**src/rtl/core/skav_pkg.sv**
```systemverilog
// Shared types and constants of the session keepalive supervisor.
// Used by every module of the block; depends on nothing else.
package skav_pkg;

  // Command carried by an input beat.
  typedef enum logic [1:0] {
    CMD_CONNECT    = 2'd0,
    CMD_TICK       = 2'd1,
    CMD_MESSAGE    = 2'd2,
    CMD_HOST_CLOSE = 2'd3
  } cmd_e;

  // Received message kinds.
  localparam logic [3:0] MSG_INIT_REQ   = 4'd0;
  localparam logic [3:0] MSG_INIT_RESP  = 4'd1;
  localparam logic [3:0] MSG_CLOSE_REQ  = 4'd2;
  localparam logic [3:0] MSG_CLOSE_RESP = 4'd3;
  localparam logic [3:0] MSG_KA_REQ     = 4'd4;
  localparam logic [3:0] MSG_KA_RESP    = 4'd5;
  localparam logic [3:0] MSG_PDU_FIRST  = 4'd6;
  localparam logic [3:0] MSG_PDU_LAST   = 4'd13;

  // Message class worked out by the front part.
  typedef enum logic [2:0] {
    MC_IGNORE    = 3'd0,
    MC_INIT_RESP = 3'd1,
    MC_CLOSE_REQ = 3'd2,
    MC_KA_RESP   = 3'd3,
    MC_PLAIN     = 3'd4,
    MC_FORWARD   = 3'd5
  } msg_class_e;

  typedef enum logic [2:0] {
    ACT_SEND_INIT       = 3'd0,
    ACT_SEND_CLOSE_REQ  = 3'd1,
    ACT_SEND_KEEPALIVE  = 3'd2,
    ACT_SEND_CLOSE_RESP = 3'd3,
    ACT_SUCCEEDED       = 3'd4,
    ACT_FAILED          = 3'd5,
    ACT_CLOSED          = 3'd6,
    ACT_FORWARD         = 3'd7
  } action_e;

  typedef enum logic [1:0] {
    CFG_KA_INTERVAL     = 2'd0,
    CFG_INACT_DEFAULT   = 2'd1,
    CFG_KA_TIMEOUT      = 2'd2,
    CFG_INIT_TIMEOUT    = 2'd3
  } cfg_idx_e;

  localparam logic [31:0] KaIntervalRst   = 32'd30000;
  localparam logic [31:0] InactDefaultRst = 32'd60000;
  localparam logic [31:0] KaTimeoutRst    = 32'd15000;
  localparam logic [31:0] InitTimeoutRst  = 32'd5000;

  localparam int unsigned QDepth = 2;
  localparam int unsigned QPtrW  = $clog2(QDepth);
  localparam int unsigned QCntW  = $clog2(QDepth + 1);

  typedef struct packed {
    logic [1:0]  command;
    logic [15:0] time_passed_ms;
    logic [3:0]  msg_kind;
    logic        msg_success;
    logic [31:0] msg_inactivity_ms;
    logic [15:0] msg_transaction_id;
  } in_item_t;

  typedef struct packed {
    action_e     action;
    logic [15:0] transaction_id;
    logic [31:0] inactivity_ms;
    logic        last;
  } out_item_t;

  // Classified command as it travels through the queue.
  typedef struct packed {
    cmd_e        cmd;
    msg_class_e  mclass;
    logic [15:0] time_passed_ms;
    logic        success;
    logic [31:0] inactivity_ms;
    logic [15:0] tid;
  } op_item_t;

  typedef struct packed {
    logic             not_empty;
    logic             full;
    logic [QCntW-1:0] count;
  } q_status_t;

endpackage

```
**src/rtl/core/skav_front.sv**
```systemverilog
// Front part: accepts input beats and classifies command and message kind.
// Depends on skav_pkg; feeds skav_queue.
module skav_front (
  input  logic                 in_valid_i,
  output logic                 in_ready_o,
  input  skav_pkg::in_item_t   in_data_i,
  input  skav_pkg::q_status_t  q_status_i,
  output logic                 push_o,
  output skav_pkg::op_item_t   op_o
);
  import skav_pkg::*;

  msg_class_e mclass;

  always_comb begin
    unique case (in_data_i.msg_kind) inside
      MSG_INIT_RESP:                   mclass = MC_INIT_RESP;
      MSG_CLOSE_REQ:                   mclass = MC_CLOSE_REQ;
      MSG_KA_RESP:                     mclass = MC_KA_RESP;
      MSG_INIT_REQ, MSG_CLOSE_RESP,
      MSG_KA_REQ:                      mclass = MC_PLAIN;
      [MSG_PDU_FIRST:MSG_PDU_LAST]:    mclass = MC_FORWARD;
      default:                         mclass = MC_IGNORE;
    endcase
  end

  assign in_ready_o = !q_status_i.full;
  assign push_o     = in_valid_i && !q_status_i.full;

  always_comb begin
    op_o.cmd            = cmd_e'(in_data_i.command);
    op_o.mclass         = mclass;
    op_o.time_passed_ms = in_data_i.time_passed_ms;
    op_o.success        = in_data_i.msg_success;
    op_o.inactivity_ms  = in_data_i.msg_inactivity_ms;
    op_o.tid            = in_data_i.msg_transaction_id;
  end

endmodule

```
**src/rtl/core/skav_queue.sv**
```systemverilog
// Short queue of classified commands between the front and back parts.
// Depends on skav_pkg.
module skav_queue (
  input  logic                 clk_i,
  input  logic                 rst_ni,
  input  logic                 push_i,
  input  skav_pkg::op_item_t   op_i,
  input  logic                 pop_i,
  output skav_pkg::op_item_t   op_o,
  output skav_pkg::q_status_t  status_o
);
  import skav_pkg::*;

  op_item_t         mem_q [QDepth];
  logic [QPtrW-1:0] wr_ptr_q, wr_ptr_d;
  logic [QPtrW-1:0] rd_ptr_q, rd_ptr_d;
  logic [QCntW-1:0] count_q, count_d;

  always_comb begin
    wr_ptr_d = wr_ptr_q;
    rd_ptr_d = rd_ptr_q;
    count_d  = count_q;
    if (push_i) begin
      wr_ptr_d = (wr_ptr_q == QPtrW'(QDepth - 1)) ? '0 : wr_ptr_q + QPtrW'(1);
    end
    if (pop_i) begin
      rd_ptr_d = (rd_ptr_q == QPtrW'(QDepth - 1)) ? '0 : rd_ptr_q + QPtrW'(1);
    end
    if (push_i && !pop_i) begin
      count_d = count_q + QCntW'(1);
    end else if (pop_i && !push_i) begin
      count_d = count_q - QCntW'(1);
    end
  end

  always_ff @(posedge clk_i or negedge rst_ni) begin
    if (!rst_ni) begin
      wr_ptr_q <= '0;
      rd_ptr_q <= '0;
      count_q  <= '0;
    end else begin
      wr_ptr_q <= wr_ptr_d;
      rd_ptr_q <= rd_ptr_d;
      count_q  <= count_d;
    end
  end

  always_ff @(posedge clk_i) begin
    if (push_i) begin
      mem_q[wr_ptr_q] <= op_i;
    end
  end

  assign op_o               = mem_q[rd_ptr_q];
  assign status_o.not_empty = (count_q != '0);
  assign status_o.full      = (count_q == QCntW'(QDepth));
  assign status_o.count     = count_q;

endmodule

```
**src/rtl/core/skav_back.sv**
```systemverilog
// Back part: session state, timers, configuration registers and result buffer.
// Depends on skav_pkg; takes commands from skav_queue.
module skav_back (
  input  logic                 clk_i,
  input  logic                 rst_ni,
  input  logic                 cfg_we_i,
  input  logic [1:0]           cfg_idx_i,
  input  logic [31:0]          cfg_wdata_i,
  input  skav_pkg::q_status_t  q_status_i,
  input  skav_pkg::op_item_t   q_op_i,
  output logic                 pop_o,
  output logic                 out_valid_o,
  input  logic                 out_ready_i,
  output skav_pkg::out_item_t  out_data_o
);
  import skav_pkg::*;

  localparam logic [15:0] TidInit      = 16'd0;
  localparam logic [15:0] TidClose     = 16'd1;
  localparam logic [15:0] TidKeepalive = 16'd2;

  typedef enum logic [1:0] {
    ST_IDLE   = 2'b01,
    ST_DECIDE = 2'b10
  } state_e;

  function automatic logic [31:0] sat_add(input logic [31:0] a, input logic [15:0] b);
    logic [32:0] s;
    s = {1'b0, a} + {17'b0, b};
    return s[32] ? '1 : s[31:0];
  endfunction

  function automatic out_item_t mk(input action_e a, input logic [15:0] t,
                                   input logic [31:0] i);
    out_item_t r;
    r.action         = a;
    r.transaction_id = t;
    r.inactivity_ms  = i;
    r.last           = 1'b0;
    return r;
  endfunction

  state_e      state_q, state_d;
  logic [31:0] ka_interval_q, inact_default_q, ka_timeout_q, init_timeout_q;
  logic        active_q, active_d, connected_q, connected_d, await_q, await_d;
  logic        lfs_q, lfs_d;
  logic [31:0] since_rx_q, since_rx_d, since_ka_q, since_ka_d;
  logic [31:0] conn_el_q, conn_el_d, limit_q, limit_d;
  op_item_t    op_q;
  logic [31:0] rx_sum_q, ka_sum_q, el_sum_q;
  logic [31:0] offered;
  out_item_t   res_c [2];
  logic [1:0]  res_n;
  out_item_t   buf_q [2];
  logic        head_q;
  logic [1:0]  cnt_q;
  logic        can_load, commit, out_pop;

  always_ff @(posedge clk_i or negedge rst_ni) begin
    if (!rst_ni) begin
      ka_interval_q   <= KaIntervalRst;
      inact_default_q <= InactDefaultRst;
      ka_timeout_q    <= KaTimeoutRst;
      init_timeout_q  <= InitTimeoutRst;
    end else if (cfg_we_i) begin
      unique case (cfg_idx_e'(cfg_idx_i))
        CFG_KA_INTERVAL:   ka_interval_q   <= cfg_wdata_i;
        CFG_INACT_DEFAULT: inact_default_q <= cfg_wdata_i;
        CFG_KA_TIMEOUT:    ka_timeout_q    <= cfg_wdata_i;
        CFG_INIT_TIMEOUT:  init_timeout_q  <= cfg_wdata_i;
        default: ;
      endcase
    end
  end

  assign offered  = lfs_q ? limit_q : inact_default_q;
  assign out_pop  = out_valid_o && out_ready_i;
  assign can_load = (cnt_q == 2'd0) || ((cnt_q == 2'd1) && out_ready_i);
  assign commit   = (state_q == ST_DECIDE) && can_load;
  assign pop_o    = (state_q == ST_IDLE) && q_status_i.not_empty;

  always_comb begin
    state_d = state_q;
    unique case (state_q)
      ST_IDLE:   if (pop_o)  state_d = ST_DECIDE;
      ST_DECIDE: if (commit) state_d = ST_IDLE;
      default:   state_d = ST_IDLE;
    endcase
  end

  // Decision step: the sums were registered when the command was taken from the queue.
  always_comb begin
    logic close;
    active_d    = active_q;
    connected_d = connected_q;
    await_d     = await_q;
    lfs_d       = lfs_q;
    since_rx_d  = since_rx_q;
    since_ka_d  = since_ka_q;
    conn_el_d   = conn_el_q;
    limit_d     = limit_q;
    res_c[0]    = '0;
    res_c[1]    = '0;
    res_n       = 2'd0;
    close       = 1'b0;
    unique case (op_q.cmd)
      CMD_CONNECT: begin
        if (!connected_q) begin
          since_rx_d = '0;
          since_ka_d = '0;
          conn_el_d  = '0;
          await_d    = 1'b0;
          active_d   = 1'b1;
          res_c[0]   = mk(ACT_SEND_INIT, TidInit, offered);
          res_n      = 2'd1;
        end
      end
      CMD_TICK: begin
        if (active_q) begin
          since_rx_d = rx_sum_q;
          if (!connected_q) begin
            conn_el_d = el_sum_q;
          end
          if ((rx_sum_q >= ka_interval_q) && !await_q) begin
            res_c[0]   = mk(ACT_SEND_KEEPALIVE, TidKeepalive, '0);
            res_n      = 2'd1;
            since_ka_d = '0;
            await_d    = 1'b1;
          end else if (await_q) begin
            if (since_ka_q >= ka_timeout_q) begin
              await_d = 1'b0;
              close   = 1'b1;
            end else begin
              since_ka_d = ka_sum_q;
            end
          end
          if (!close && !connected_q && (el_sum_q > init_timeout_q)) begin
            close = 1'b1;
          end
          // The idle counter wraps once it passes the inactivity limit.
          if (!close && (rx_sum_q > offered)) begin
            since_rx_d = '0;
          end
        end
      end
      CMD_MESSAGE: begin
        if (active_q && (op_q.mclass != MC_IGNORE)) begin
          since_rx_d = '0;
          unique case (op_q.mclass)
            MC_INIT_RESP: begin
              if (!connected_q) begin
                if (op_q.success) begin
                  connected_d = 1'b1;
                  limit_d     = op_q.inactivity_ms;
                  lfs_d       = 1'b1;
                  res_c[0]    = mk(ACT_SUCCEEDED, '0, '0);
                end else begin
                  active_d = 1'b0;
                  res_c[0] = mk(ACT_FAILED, '0, '0);
                end
                res_n = 2'd1;
              end
            end
            MC_CLOSE_REQ: begin
              res_c[0]    = mk(ACT_SEND_CLOSE_RESP, op_q.tid, '0);
              res_c[1]    = mk(ACT_CLOSED, '0, '0);
              res_n       = 2'd2;
              connected_d = 1'b0;
              active_d    = 1'b0;
            end
            MC_KA_RESP: begin
              if (await_q) begin
                await_d    = 1'b0;
                since_ka_d = '0;
              end
            end
            MC_FORWARD: begin
              res_c[0] = mk(ACT_FORWARD, '0, '0);
              res_n    = 2'd1;
            end
            default: ;
          endcase
        end
      end
      CMD_HOST_CLOSE: close = 1'b1;
      default: ;
    endcase
    if (close) begin
      if (connected_q) begin
        res_c[res_n[0]] = mk(ACT_SEND_CLOSE_REQ, TidClose, '0);
        res_n           = res_n + 2'd1;
      end
      res_c[res_n[0]] = mk(ACT_CLOSED, '0, '0);
      res_n           = res_n + 2'd1;
      connected_d     = 1'b0;
      active_d        = 1'b0;
    end
    if (res_n == 2'd1) begin
      res_c[0].last = 1'b1;
    end else if (res_n == 2'd2) begin
      res_c[1].last = 1'b1;
    end
  end

  always_ff @(posedge clk_i or negedge rst_ni) begin
    if (!rst_ni) begin
      state_q     <= ST_IDLE;
      active_q    <= 1'b0;
      connected_q <= 1'b0;
      await_q     <= 1'b0;
      lfs_q       <= 1'b0;
      since_rx_q  <= '0;
      since_ka_q  <= '0;
      conn_el_q   <= '0;
      limit_q     <= '0;
      head_q      <= 1'b0;
      cnt_q       <= 2'd0;
    end else begin
      state_q <= state_d;
      if (commit) begin
        active_q    <= active_d;
        connected_q <= connected_d;
        await_q     <= await_d;
        lfs_q       <= lfs_d;
        since_rx_q  <= since_rx_d;
        since_ka_q  <= since_ka_d;
        conn_el_q   <= conn_el_d;
        limit_q     <= limit_d;
        head_q      <= 1'b0;
        cnt_q       <= res_n;
      end else if (out_pop) begin
        head_q <= ~head_q;
        cnt_q  <= cnt_q - 2'd1;
      end
    end
  end

  // Payload registers: the command and its saturated sums, then the results.
  always_ff @(posedge clk_i) begin
    if (pop_o) begin
      op_q     <= q_op_i;
      rx_sum_q <= sat_add(since_rx_q, q_op_i.time_passed_ms);
      ka_sum_q <= sat_add(since_ka_q, q_op_i.time_passed_ms);
      el_sum_q <= sat_add(conn_el_q, q_op_i.time_passed_ms);
    end
    if (commit) begin
      buf_q[0] <= res_c[0];
      buf_q[1] <= res_c[1];
    end
  end

  assign out_valid_o = (cnt_q != 2'd0);
  assign out_data_o  = buf_q[head_q];

endmodule

```
**src/rtl/core/session_keepalive_supervisor_unit.sv**
```systemverilog
// Top level of the session keepalive supervisor.
// Depends on skav_pkg, skav_front, skav_queue and skav_back.
//
// Usage: one command per input beat (connect, time tick, received message or
// host close) on in_valid_i/in_ready_o/in_data_i. Each command gives zero,
// one or two result beats on out_valid_o/out_ready_i/out_data_o; the last
// beat of a command has last set. Commands that give no result leave no trace
// on the output channel.
// The user writes the four timing registers through cfg_we_i/cfg_idx_i/cfg_wdata_i,
// one register per cycle, only while the block is idle; the block does not check it.
// The back part's two-step sequencer takes one command at a time from the queue:
// the first step forms the saturated timer sums and registers them, the second
// compares them, updates the session state and loads the two-entry result buffer,
// waiting while that buffer cannot take the results. The results of a command
// drain from the buffer while the next command's sums are formed.
// Reset clears the session flags and timers, returns the timing registers to
// their defaults and empties the two-entry command queue.
// When the receiver stalls, the result buffer holds, the back part waits,
// the queue fills and in_ready_o falls once it holds two commands.
module session_keepalive_supervisor_unit (
  input  logic                 clk_i,
  input  logic                 rst_ni,
  input  logic                 in_valid_i,
  output logic                 in_ready_o,
  input  skav_pkg::in_item_t   in_data_i,
  output logic                 out_valid_o,
  input  logic                 out_ready_i,
  output skav_pkg::out_item_t  out_data_o,
  input  logic                 cfg_we_i,
  input  logic [1:0]           cfg_idx_i,
  input  logic [31:0]          cfg_wdata_i
);
  import skav_pkg::*;

  logic      push, pop;
  op_item_t  op_front, op_queue;
  q_status_t q_status;

  skav_front u_front (
    .in_valid_i (in_valid_i),
    .in_ready_o (in_ready_o),
    .in_data_i  (in_data_i),
    .q_status_i (q_status),
    .push_o     (push),
    .op_o       (op_front)
  );

  skav_queue u_queue (
    .clk_i    (clk_i),
    .rst_ni   (rst_ni),
    .push_i   (push),
    .op_i     (op_front),
    .pop_i    (pop),
    .op_o     (op_queue),
    .status_o (q_status)
  );

  skav_back u_back (
    .clk_i       (clk_i),
    .rst_ni      (rst_ni),
    .cfg_we_i    (cfg_we_i),
    .cfg_idx_i   (cfg_idx_i),
    .cfg_wdata_i (cfg_wdata_i),
    .q_status_i  (q_status),
    .q_op_i      (op_queue),
    .pop_o       (pop),
    .out_valid_o (out_valid_o),
    .out_ready_i (out_ready_i),
    .out_data_o  (out_data_o)
  );

`ifndef SYNTHESIS
  // A beat that is not the last of its command is always followed by another.
  assert property (@(posedge clk_i) disable iff (!rst_ni)
    (out_valid_o && out_ready_i && !out_data_o.last) |=> out_valid_o)
    else $error("result beat missing after a non-last beat");

  // Close requests and close responses are never marked as the last beat of a command.
  assert property (@(posedge clk_i) disable iff (!rst_ni)
    (out_valid_o && ((out_data_o.action == ACT_SEND_CLOSE_REQ) ||
                     (out_data_o.action == ACT_SEND_CLOSE_RESP))) |-> !out_data_o.last)
    else $error("close send marked as last beat");

  // The queue never holds more than its depth.
  assert property (@(posedge clk_i) disable iff (!rst_ni)
    q_status.count <= QCntW'(QDepth))
    else $error("command queue overflow");

  // The back part pops only a non-empty queue, and a pop with no push lowers the count by one.
  assert property (@(posedge clk_i) disable iff (!rst_ni)
    (pop && !push) |=> (q_status.count == $past(q_status.count) - QCntW'(1)))
    else $error("queue count out of step with pops");
`endif

endmodule

```
**config.mk**
```make
export PLATFORM = sky130hd
export DESIGN_NAME = session_keepalive_supervisor_unit
export DESIGN_NICKNAME = d
export VERILOG_FILES = /design/src/rtl/core/skav_pkg.sv /design/src/rtl/core/skav_front.sv /design/src/rtl/core/skav_queue.sv /design/src/rtl/core/skav_back.sv /design/src/rtl/core/session_keepalive_supervisor_unit.sv
export SDC_FILE = /design/constraint.sdc
export NUM_CORES = 1
export LEC_CHECK = 0
export ABC_AREA = 1
export ABC_CLOCK_PERIOD_IN_PS = 12390
export BUFFER_PORTS_ARGS = -buffer_cell sky130_fd_sc_hd__buf_4
export CORE_MARGIN = 1.5
export CORE_UTILIZATION = 65
export CTS_CLUSTER_DIAMETER = 30
export DETAILED_ROUTE_END_ITERATION = 12
export GPL_TIMING_DRIVEN = 0
export PLACE_DENSITY = 0.85
export SETUP_SLACK_MARGIN = 0.2
export SYNTH_ARGS = -nofsm -noshare
export SYNTH_HDL_FRONTEND = slang
export SYNTH_HIERARCHICAL = 1
export SYNTH_SLANG_ARGS = --single-unit
```
**constraint.sdc**
```tcl
create_clock -name clk_i -period 12.39 [get_ports clk_i]
set_input_delay 0 -clock clk_i [delete_from_list [all_inputs] [get_ports clk_i]]
set_output_delay 0 -clock clk_i [all_outputs]
set_load 0.03 [all_outputs]
```
# [Yosys cells after proc, flatten, opt, wreduce, memory -nomap -nowiden]
# Memories as Yosys holds them, arrays and structs flattened.
# Index checks and enable logic that the tools add are counted.
[word_totals] ff_bits=419 ramBits=244 output_inout_bits=54 elab_cells=238 n_memories=2
[mem_list] memory="u_queue.mem_q" depth=2 word_bits=70 rd=1 rd_clocked_by_memory_dff=0 write_ports=1 line="skav_queue.sv:14" rtl="op_item_t mem_q [QDepth];"
[mem_list] memory="u_back.buf_q" depth=2 word_bits=52 rd=1 rd_clocked_by_memory_dff=0 write_ports=2 line="skav_back.sv:54" rtl="out_item_t buf_q [2];"
[classes] n_addsub=10 order_cmp=10 eq_ne=36 mux=93 bitwise_logic=10 reduce_logical=51
[op_table] operator="2-to-1 mux 32 bit" n=14
[op_table] operator="2-to-1 mux 104 bit" n=4
[op_table] operator="2-to-1 mux 52 bit" n=6
[op_table] operator="one-hot mux 52 bit (3 select lines)" n=2
[op_table] operator="bitwise AND 100 bit" n=2
[op_table] operator="NOT 100 bit" n=2
[op_table] operator="one-hot mux 32 bit (3 select lines)" n=2
[op_table] operator="demux 52 bit (select 1 bit)" n=2
[op_table] operator="adder 32 x 16 -> 33 bit" n=3
[op_table] operator="greater-or-equal comparator 32 bit" n=2
[op_table] operator="greater-than comparator 32 bit" n=2
[op_table] operator="one-hot mux 32 bit (2 select lines)" n=1
[op_table] operator="2-to-1 mux 51 bit" n=1
[op_table] operator="2-to-1 mux 50 bit" n=1
[op_table] operator="2-to-1 mux 1 bit" n=39
[op_table] operator="2-to-1 mux 33 bit" n=1
[op_table] operator="2-to-1 mux 2 bit" n=11
[op_table] operator="logical AND 1 bit" n=15
[op_table] operator="one-hot mux 3 bit (5 select lines)" n=1
[op_table] operator="== test 2 bit, second input constant" n=7
[op_table] operator="nonzero test 2 bit" n=7
[op_table] operator="one-hot mux 2 bit (3 select lines)" n=2
[op_table] operator="AND reduction 6 bit" n=2
[op_table] operator="nonzero test 3 bit" n=4
[op_table] operator="37 further kinds" n=77

# [Logic depth before layout (Yosys ltp)]
# Gate-level depths: netlist (run 1).
[depth] word_depth=25 ltp_mapped=21

# [Cells and area by module]
# The synthesis (run 1) kept the hierarchy.
[modules_own_cells] mod="skav_back" instances=1 cells_each=2698 area_per_inst_um2=25346.8
[modules_own_cells] mod="skav_queue" instances=1 cells_each=243 area_per_inst_um2=5609.1
[modules_own_cells] mod="skav_front" instances=1 cells_each=85 area_per_inst_um2=591.8

# [Worst setup path after synthesis (run 1)]
# OpenSTA, ideal clock, no wires.
[synth_path] path_type="register to register" startpoint="register u_back.state_q[0]" endpoint="register u_queue.count_q[1]" arrival_ns=8.006 required_time_ns=12.273 slack_ns=4.267 path_stages_with_launch=9 n_path_buf=0 synth_period_minus_slack_ns=8.123 cell_sequence="dfstp_2 > nand2_1 > nor2_1 > inv_1 > ha_1 > inv_1 > nand3_1 > nand2_1 > nand2_1"
[synth_via] elab_chain_cells=5
[synth_lines] element="from (decl)" line="skav_back.sv:43" rtl="state_e state_q, state_d;"
[synth_lines] element="from (signal assigned)" line="skav_back.sv:219" rtl="state_q <= state_d;"
[synth_lines] element="== test 2 x 1 -> 1 bit (*)" line="skav_back.sv:80" rtl="assign pop_o = (state_q == ST_IDLE) && q_status_i.not_empty;"
[synth_lines] element="logical AND 1 bit (*)" line="skav_back.sv:80"
[synth_lines] element="named net pop" line="session_keepalive_supervisor_unit.sv:35" rtl="logic push, pop;"
[synth_lines] element="zero test 1 bit" line="skav_queue.sv:29" rtl="if (push_i && !pop_i) begin"
[synth_lines] element="logical AND 1 bit" line="skav_queue.sv:29"
[synth_lines] element="2-to-1 mux 2 bit / nonzero test 2 bit (equally long branches)"
[synth_lines] element="to (signal assigned)" line="skav_queue.sv:44" rtl="count_q <= count_d;"
[synth_lines] element="to (decl)" line="skav_queue.sv:17" rtl="logic [QCntW-1:0] count_q, count_d;"
# The timed path passes the listed nets; every way through them passes the cells marked *.
# A chain may end at the register's enable or synchronous reset.

# [Worst setup path in the final report (run 1)]
[layout_path] startpoint="register u_back.lfs_q" endpoint="register u_back.since_rx_q[5]"
[layout_via] elab_chain_cells=6
[layout_lines] element="from (decl)" line="skav_back.sv:46" rtl="logic lfs_q, lfs_d;"
[layout_lines] element="from (signal assigned)" line="skav_back.sv:224" rtl="lfs_q <= lfs_d;"
[layout_lines] element="2-to-1 mux 32 bit" line="skav_back.sv:76" rtl="assign offered = lfs_q ? limit_q : inact_default_q;"
[layout_lines] element="greater-than comparator 32 bit" line="skav_back.sv:141" rtl="if (!close && (rx_sum_q > offered)) begin"
[layout_lines] element="logical AND 1 bit" line="skav_back.sv:141"
[layout_lines] element="2-to-1 mux 32 bit" line="skav_back.sv:141"
[layout_lines] element="2-to-1 mux 32 bit" line="skav_back.sv:119" rtl="if (active_q) begin"
[layout_lines] element="one-hot mux 32 bit (3 select lines)" line="skav_back.sv:106" rtl="unique case (op_q.cmd)"
[layout_lines] element="to (signal assigned)" line="skav_back.sv:225" rtl="since_rx_q <= since_rx_d;"
[layout_lines] element="to (decl)" line="skav_back.sv:47" rtl="logic [31:0] since_rx_q, since_rx_d, since_ka_q, since_ka_d;"
# No other way between the ends. The select of a mux whose other input is x is not followed.

==> results.py, run 1 <==
metrics = {
    "outcome": {
        "status": "complete, no violations",
    },
    "worst_setup_path": {
        "endpoint_kind": "register",
        "rr_endpoint": "u_back/since_rx_q[5]",
        "crit_fanout": 10,
        "cp-start-kind": "register",
        "cp_num_cells": 14,
        "critPathKind": "reg -> reg",
        "path_cells": "clkbuf_1 > buf_1 > mux2i_1 > ha_1 > nand4_1 > a31oi_1 > nor2_1 > o21ai_0 > nand2_1 > nand3_1 > nand4_1 > buf_2 > nand3_1 > nand2_1",
        "critical_path_arrival_ns": 4.85,
        "crit_buf_inv": 3,
        "rrSetupSlack_ns": 8.13,
        "cp_slowest_cell": "buf_1",
        "rr_startpoint": "u_back/lfs_q",
        "ff2ff_path_depth": 14,
        "slowest_delay_ns": 0.67,
        "crit_required_ns": 12.98,
        "crit_family": "buffers and inverters",
    },
    "place": {
        "hpwl_mm": 57.6,
        "portBuffers": 96,
        "place_ws_ns": 8.51,
        "place.gp.congestion": 0.927,
        "place_area_mm2": 0.0333,
        "placedCellCount": 3748,
    },
    "clock_network": {
        "clk_pin_slew_ns": 0.05,
        "clk_latency_ns": 0.72,
        "cts_buffer_depth": 3,
        "post_cts_buffers": 0,
        "clock-sinks": 614,
        "cts_made_buffers": 134,
        "htree_levels": 4,
        "cts-root-buf": "clkbuf_16",
        "cts_tree": "built",
    },
    "floorplan": {
        "core-area_mm2": 0.0478,
        "rows": 80,
        "initial_core_util_pct": 65.9,
        "die-area_mm2": 0.0499,
        "ios": 164,
        "fp.dieW_um": 223,
        "die_h_um": 223,
    },
    "sta": {
        "setup_viol": 0,
        "fin_ws_ns": 8.13,
        "drv_slew": 0,
        "timing.setup.tns_ns": 0,
        "hold_viol": 0,
        "grt_setup_unrepaired": "false",
        "period_share_pct": 34.4,
        "worst_clock_skew_ns": 0.0360,
        "tightest_slew_ns": 1.11,
        "period_needed_ns": 4.26,
        "slew-limit-headroom_pct": 26.0,
        "fmaxAchievable_ghz": 0.235,
        "holdWs_ns": 0.0219,
    },
    "synth": {
        "ys.flop_type": "edfxtp_1",
        "synth_top_area_cell": "edfxtp_1",
        "netlist_instances": 3026,
        "ys_types": 62,
        "synth_edf_count": 345,
        "async_reset_ff_share_pct": 43.8,
        "synth.top_cell.area_share_pct": 32.8,
        "syn_area_mm2": 0.0315,
        "yosysSeqAreaShare_pct": 54.3,
        "ys_ff_latch": 614,
        "synth_area_leaders": "edfxtp_1 (33%), dfrtp_1 (19%), ha_1 (7.1%)",
        "syn_area_per_cell_um2": 10.4,
        "synth_warnings": 6,
        "synthesis.nets": 3319,
    },
    "pwr": {
        "irDropWorstVdd_v": 0.000147,
        "intPower_mw": 6.64,
        "p_per_area_mw_per_mm2": 269,
        "pwr-share-clk_pct": 33.9,
        "swShare_pct": 36.9,
        "p_total_mw": 10.5,
        "power_frac_seq_pct": 32.8,
        "switchingPower_mw": 3.88,
        "p_leak_nw": 18.1,
        "pwr-share-comb_pct": 33.3,
    },
    "global_route": {
        "grt_pass1_vias": 25978,
        "antenna_found_initial": 5,
        "grt_max_degree": 98,
        "grtUsageTotal_pct": 37.6,
        "grt-ovfl-total": 0,
        "grt_pass1_wl_mm": 142,
    },
    "detailed_routing": {
        "wl_per_cell_um": 22.7,
        "drt_iter0_markers": 3091,
        "wl_mm": 93.6,
        "dr.pass1.iters": 7,
        "drtAntennaViolNets": 0,
        "drc": 0,
        "vias": 24996,
        "detail_route.vias_per_cell": 6.05,
    },
    "finish": {
        "final_cells": 4130,
        "final_area_mm2": 0.0392,
        "syn_to_final_growth_pct": 24.2,
        "multi_input_area_mm2": 0.0118,
        "reg_top3": "u_queue/mem_q (140), u_back/buf_q (55), u_back/op_q (54)",
        "drive_gt1_share_pct": 21.4,
        "top_register": "u_queue/mem_q",
        "nFillCells": 2440,
        "final_nets": 3692,
        "final_util_pct": 81.9,
        "seqCellArea_mm2": 0.0171,
        "largest_reg_flops": 140,
    },
    "min_path": {
        "min_from": "in_data_i[9]",
        "holdPathEnd": "u_queue/mem_q[1][9]",
        "hold_depth": 2,
        "worstHoldPathType": "in -> reg",
    },
    "run": {
        "maxCapViolCount": 0,
    },
}
## layout make-up
cell class,instances,area share (%)
multi-input combinational,1854,30.2
timing repair buffer,237,5.83
clock inverter,76,1.95
buffer,157,2.82
antenna,3,0.0192
tap,615,1.96
sequential,614,43.7
clock buffer,173,9.65
inverter,401,3.86
## cells in the final DEF (no fill, tap or decap), types with 7 or more instances in the layout
cell           count
xor2_1            25
o21ai_0          193
nand2_2           33
nor3_1            27
nor2_4             7
clkbuf_8           9
nand3_1          161
edfxtp_1         345
o21ai_2           62
inv_2             21
clkinvlp_4        12
o21a_1            11
nand2_1          549
clkbuf_16        143
buf_6             16
nor2_1           176
dlygate4sd3_1    129
a21oi_1          124
nand3_2           28
ha_1             180
or2_2             18
o21ai_1           20
mux2_4            98
buf_2             21
inv_6             13
buf_12            16
bufinv_16          9
clkinv_2          16
dfrtp_1          242
inv_1            378
a31oi_1            7
mux2i_1           31
clkinv_1          12
nand4_1           22
clkinv_4           7
xnor2_1           10
buf_4            163
dfstp_2           27
clkbuf_1          65
## cell usage after synthesis (3+ instances only)
cell,number
nand2_1,549
a21o_1,6
mux2_4,98
nand3_2,28
xor2_1,25
nand4_1,22
a21boi_0,5
buf_6,16
or2_2,18
mux2_1,3
a21oi_1,124
o21ai_2,62
o21ai_1,20
edfxtp_1,345
clkbuf_1,44
nor3_1,27
inv_1,379
nand3_1,161
nand3b_1,5
or2_1,4
a21oi_2,5
o211ai_1,3
nor2_4,5
dfrtp_1,242
o21ai_0,193
dfstp_2,27
nor2_1,178
nand2_2,33
o21a_1,11
mux2i_1,31
inv_2,21
nor2_2,6
a211oi_1,3
ha_1,180
xnor2_1,10
buf_12,7
a21boi_1,5
buf_2,21
fa_1,3
a31oi_1,7
buf_4,68
## how the worst max path moves through the flow
stage | start | to
after floorplan | u_back/state_q[0] | u_queue/count_q[1]
after global placement | u_queue/count_q[0] | u_queue/count_q[1]
after CTS | u_back/lfs_q | u_back/since_rx_q[6]
after global routing | u_back/lfs_q | u_back/since_rx_q[5]
final | u_back/lfs_q | u_back/since_rx_q[5]
after detailed placement | u_back/lfs_q | u_back/since_rx_q[22]
## kinds of logic (layout without fill, tap and decap cells)
group / after synthesis / count (layout) / share of synthesized area, %
multiplexers: 133 / 133 / 5.79
XOR/XNOR: 35 / 35 / 0.972
flip-flops: 614 / 614 / 54.3
AND/OR/NAND/NOR: 1047 / 1047 / 14.8
buffers and inverters: 558 / 1044 / 8.28
adder cells (fa/ha/maj): 183 / 183 / 7.33
other: 0 / 3 / 0
AO/OA/AOI/OAI: 456 / 456 / 8.58
## what timing repair did
item	in CTS	in global routing
hold buffers	128	2
resized for setup	0	0
endpoints found under the hold margin	540	3
## power groups by stage
stage | clock, mW | sequential, mW | combinational [mW]
2_1_floorplan | 0 | 3.35 | 2.35
3_3_place_gp | 0 | 3.51 | 3.00
3_5_place_dp | 0 | 3.42 | 3.23
4_1_cts | 3.56 | 3.42 | 3.37
5_1_grt | 3.69 | 3.49 | 3.78
6_report | 3.57 | 3.45 | 3.50
## layer usage
metal | vias up | wire length [um] | global-route usage [%]
met3 | 406 | 8520 | 8.57
met2 | 1614 | 45900 | 63.5
met5 | - | 13 | 0
met4 | 2 | 5910 | 23.1
li1 | 10907 | - | -
met1 | 12067 | 33200 | 43.7
Power figures use the tool's default switching activity.
==> run 2: changes to the inputs <==
--- a/config.mk
+++ b/config.mk
@@ -6,14 +6,14 @@
 export NUM_CORES = 1
 export LEC_CHECK = 0
 export ABC_AREA = 1
-export ABC_CLOCK_PERIOD_IN_PS = 12390
+export ABC_CLOCK_PERIOD_IN_PS = 4410
 export BUFFER_PORTS_ARGS = -buffer_cell sky130_fd_sc_hd__buf_4
 export CORE_MARGIN = 1.5
-export CORE_UTILIZATION = 65
+export CORE_UTILIZATION = 62
 export CTS_CLUSTER_DIAMETER = 30
 export DETAILED_ROUTE_END_ITERATION = 12
 export GPL_TIMING_DRIVEN = 0
-export PLACE_DENSITY = 0.85
+export PLACE_DENSITY = 0.82
 export SETUP_SLACK_MARGIN = 0.2
 export SYNTH_ARGS = -nofsm -noshare
 export SYNTH_HDL_FRONTEND = slang
==> constraint.sdc (replaced) <==
create_clock -name clk_i -period 4.41 [get_ports clk_i]
set_input_delay 0 -clock clk_i [delete_from_list [all_inputs] [get_ports clk_i]]
set_output_delay 0 -clock clk_i [all_outputs]
set_load 0.03 [all_outputs]
==> results.py, run 2 (synthesis gave the netlist of run 1 again) <==
metrics = {
    "detailed_routing": {
        "vias": 24190,
        "dr.pass1.iters": 6,
        "drt_iter0_markers": 2346,
        "drtAntennaViolNets": 0,
        "wl_mm": 89.1,
        "detail_route.vias_per_cell": 5.83,
        "wl_per_cell_um": 21.5,
        "drc": 0,
    },
    "pwr": {
        "p_total_mw": 29.0,
        "p_leak_nw": 17.9,
        "p_per_area_mw_per_mm2": 744,
        "irDropWorstVdd_v": 0.000385,
    },
    "finish": {
        "largest_reg_flops": 140,
        "syn_to_final_growth_pct": 23.3,
        "final_nets": 3664,
        "final_common_cell": "nand2_1",
        "final_util_pct": 77.6,
        "drive_gt1_share_pct": 21.8,
        "reg_top3": "u_queue/mem_q (140), u_back/buf_q (55), u_back/op_q (54)",
        "final_area_mm2": 0.0389,
        "final_cells": 4152,
        "top_register": "u_queue/mem_q",
        "final_cell_mix": "nand2_1 (549), inv_1 (378), edfxtp_1 (345), dfrtp_1 (242), o21ai_0 (193)",
    },
    "worst_setup_path": {
        "critical_path_arrival_ns": 4.63,
        "crit_fanout": 10,
        "critPathKind": "reg -> reg",
        "endpoint_kind": "register",
        "crit_required_ns": 4.96,
        "cp-start-kind": "register",
    },
    "place": {
        "place_ws_ns": 0.507,
        "place_area_mm2": 0.0334,
        "portBuffers": 96,
        "placedCellCount": 3805,
        "place.gp.congestion": 0.945,
        "hpwl_mm": 58.5,
    },
    "clock_network": {
        "clk_pin_slew_ns": 0.06,
        "cts_hold_buf": 116,
        "cts_tree": "built",
        "htree_levels": 3,
        "cts_buffer_depth": 3,
        "cts-root-buf": "clkbuf_16",
        "post_cts_buffers": 0,
        "clock-sinks": 614,
        "clk_latency_ns": 0.69,
        "cts_made_buffers": 120,
        "cts_resized": 0,
    },
    "min_path": {
        "worstHoldPathType": "in -> reg",
    },
    "sta": {
        "period_share_pct": 92.6,
        "setup_viol": 0,
        "hold_viol": 0,
        "period_needed_ns": 4.08,
        "tightest_slew_ns": 1.21,
        "fin_ws_ns": 0.328,
        "slew-limit-headroom_pct": 19.5,
        "worst_clock_skew_ns": 0.0307,
        "grt_setup_unrepaired": "false",
        "fmaxAchievable_ghz": 0.245,
        "holdWs_ns": 0.0463,
        "drv_slew": 0,
        "timing.setup.tns_ns": 0,
    },
    "floorplan": {
        "die_h_um": 229,
        "core-area_mm2": 0.0502,
        "die-area_mm2": 0.0522,
        "ios": 164,
        "fp.dieW_um": 229,
        "rows": 82,
        "initial_core_util_pct": 62.9,
    },
    "global_route": {
        "grt_pass1_vias": 25271,
        "grt_max_degree": 120,
        "grtUsageTotal_pct": 34.3,
        "grt-ovfl-total": 0,
        "grt_pass1_wl_mm": 138,
        "antenna_found_initial": 4,
    },
    "outcome": {
        "status": "complete, no violations",
    },
    "run": {
        "maxCapViolCount": 0,
    },
}
run 2: area by class of cell:
class | count | area [um^2]
inverter | 401 | 1510
tap | 672 | 841
sequential | 614 | 17100
fill | 2890 | 11300
antenna | 1 | 2.50
clock inverter | 92 | 1100
multi-input combinational | 1854 | 11800
timing repair buffer | 223 | 2140
buffer | 157 | 1100
clock buffer | 138 | 3270
run 2: report_power, final:
part / switching, mW / internal, mW / total, mW
sequential: 1.24 / 8.44 / 9.68
combinational: 6.07 / 3.58 / 9.65
clock: 3.41 / 6.24 / 9.64
total: 10.7 / 18.3 / 29.0
run 2: final timing paths:
check / startpoint / end / slack, ns / depth (start not counted)
max: u_back/lfs_q / u_back/since_rx_q[15] / 0.33 / 14
min in group asynchronous: rst_ni / u_back/ka_timeout_q[9] / 0.51 / 3
max reg2reg: u_back/lfs_q / u_back/since_rx_q[15] / 0.33 / 14
min: in_data_i[43] / u_queue/mem_q[1][43] / 0.05 / 2
max in group asynchronous: rst_ni / u_back/since_ka_q[1] / 3.22 / 4
min reg2reg: u_back/op_q[16] / u_back/limit_q[0] / 0.46 / 1
run 2: routing by layer:
layer / GRT usage (%) / wire [um] / vias up
met1: 41.7 / 33100 / 11785
met4: 15.9 / 4090 / 2
met5: 0 / 19 / -
li1: - / - / 10828
met3: 6.67 / 7530 / 274
met2: 59.1 / 44400 / 1301
run 2: critical path: stages (launching register included):
cell and delay (ns):
dfrtp_1 0.32, clkbuf_1 0.41, buf_1 0.69, mux2i_1 0.28, ha_1 0.40, nand4_1 0.18, a31oi_1 0.18, nor2_1 0.06
o21ai_0 0.40, nand2_1 0.10, nand3_1 0.13, nand4_1 0.29, buf_2 0.31, nand3_1 0.12, nand2_1 0.07
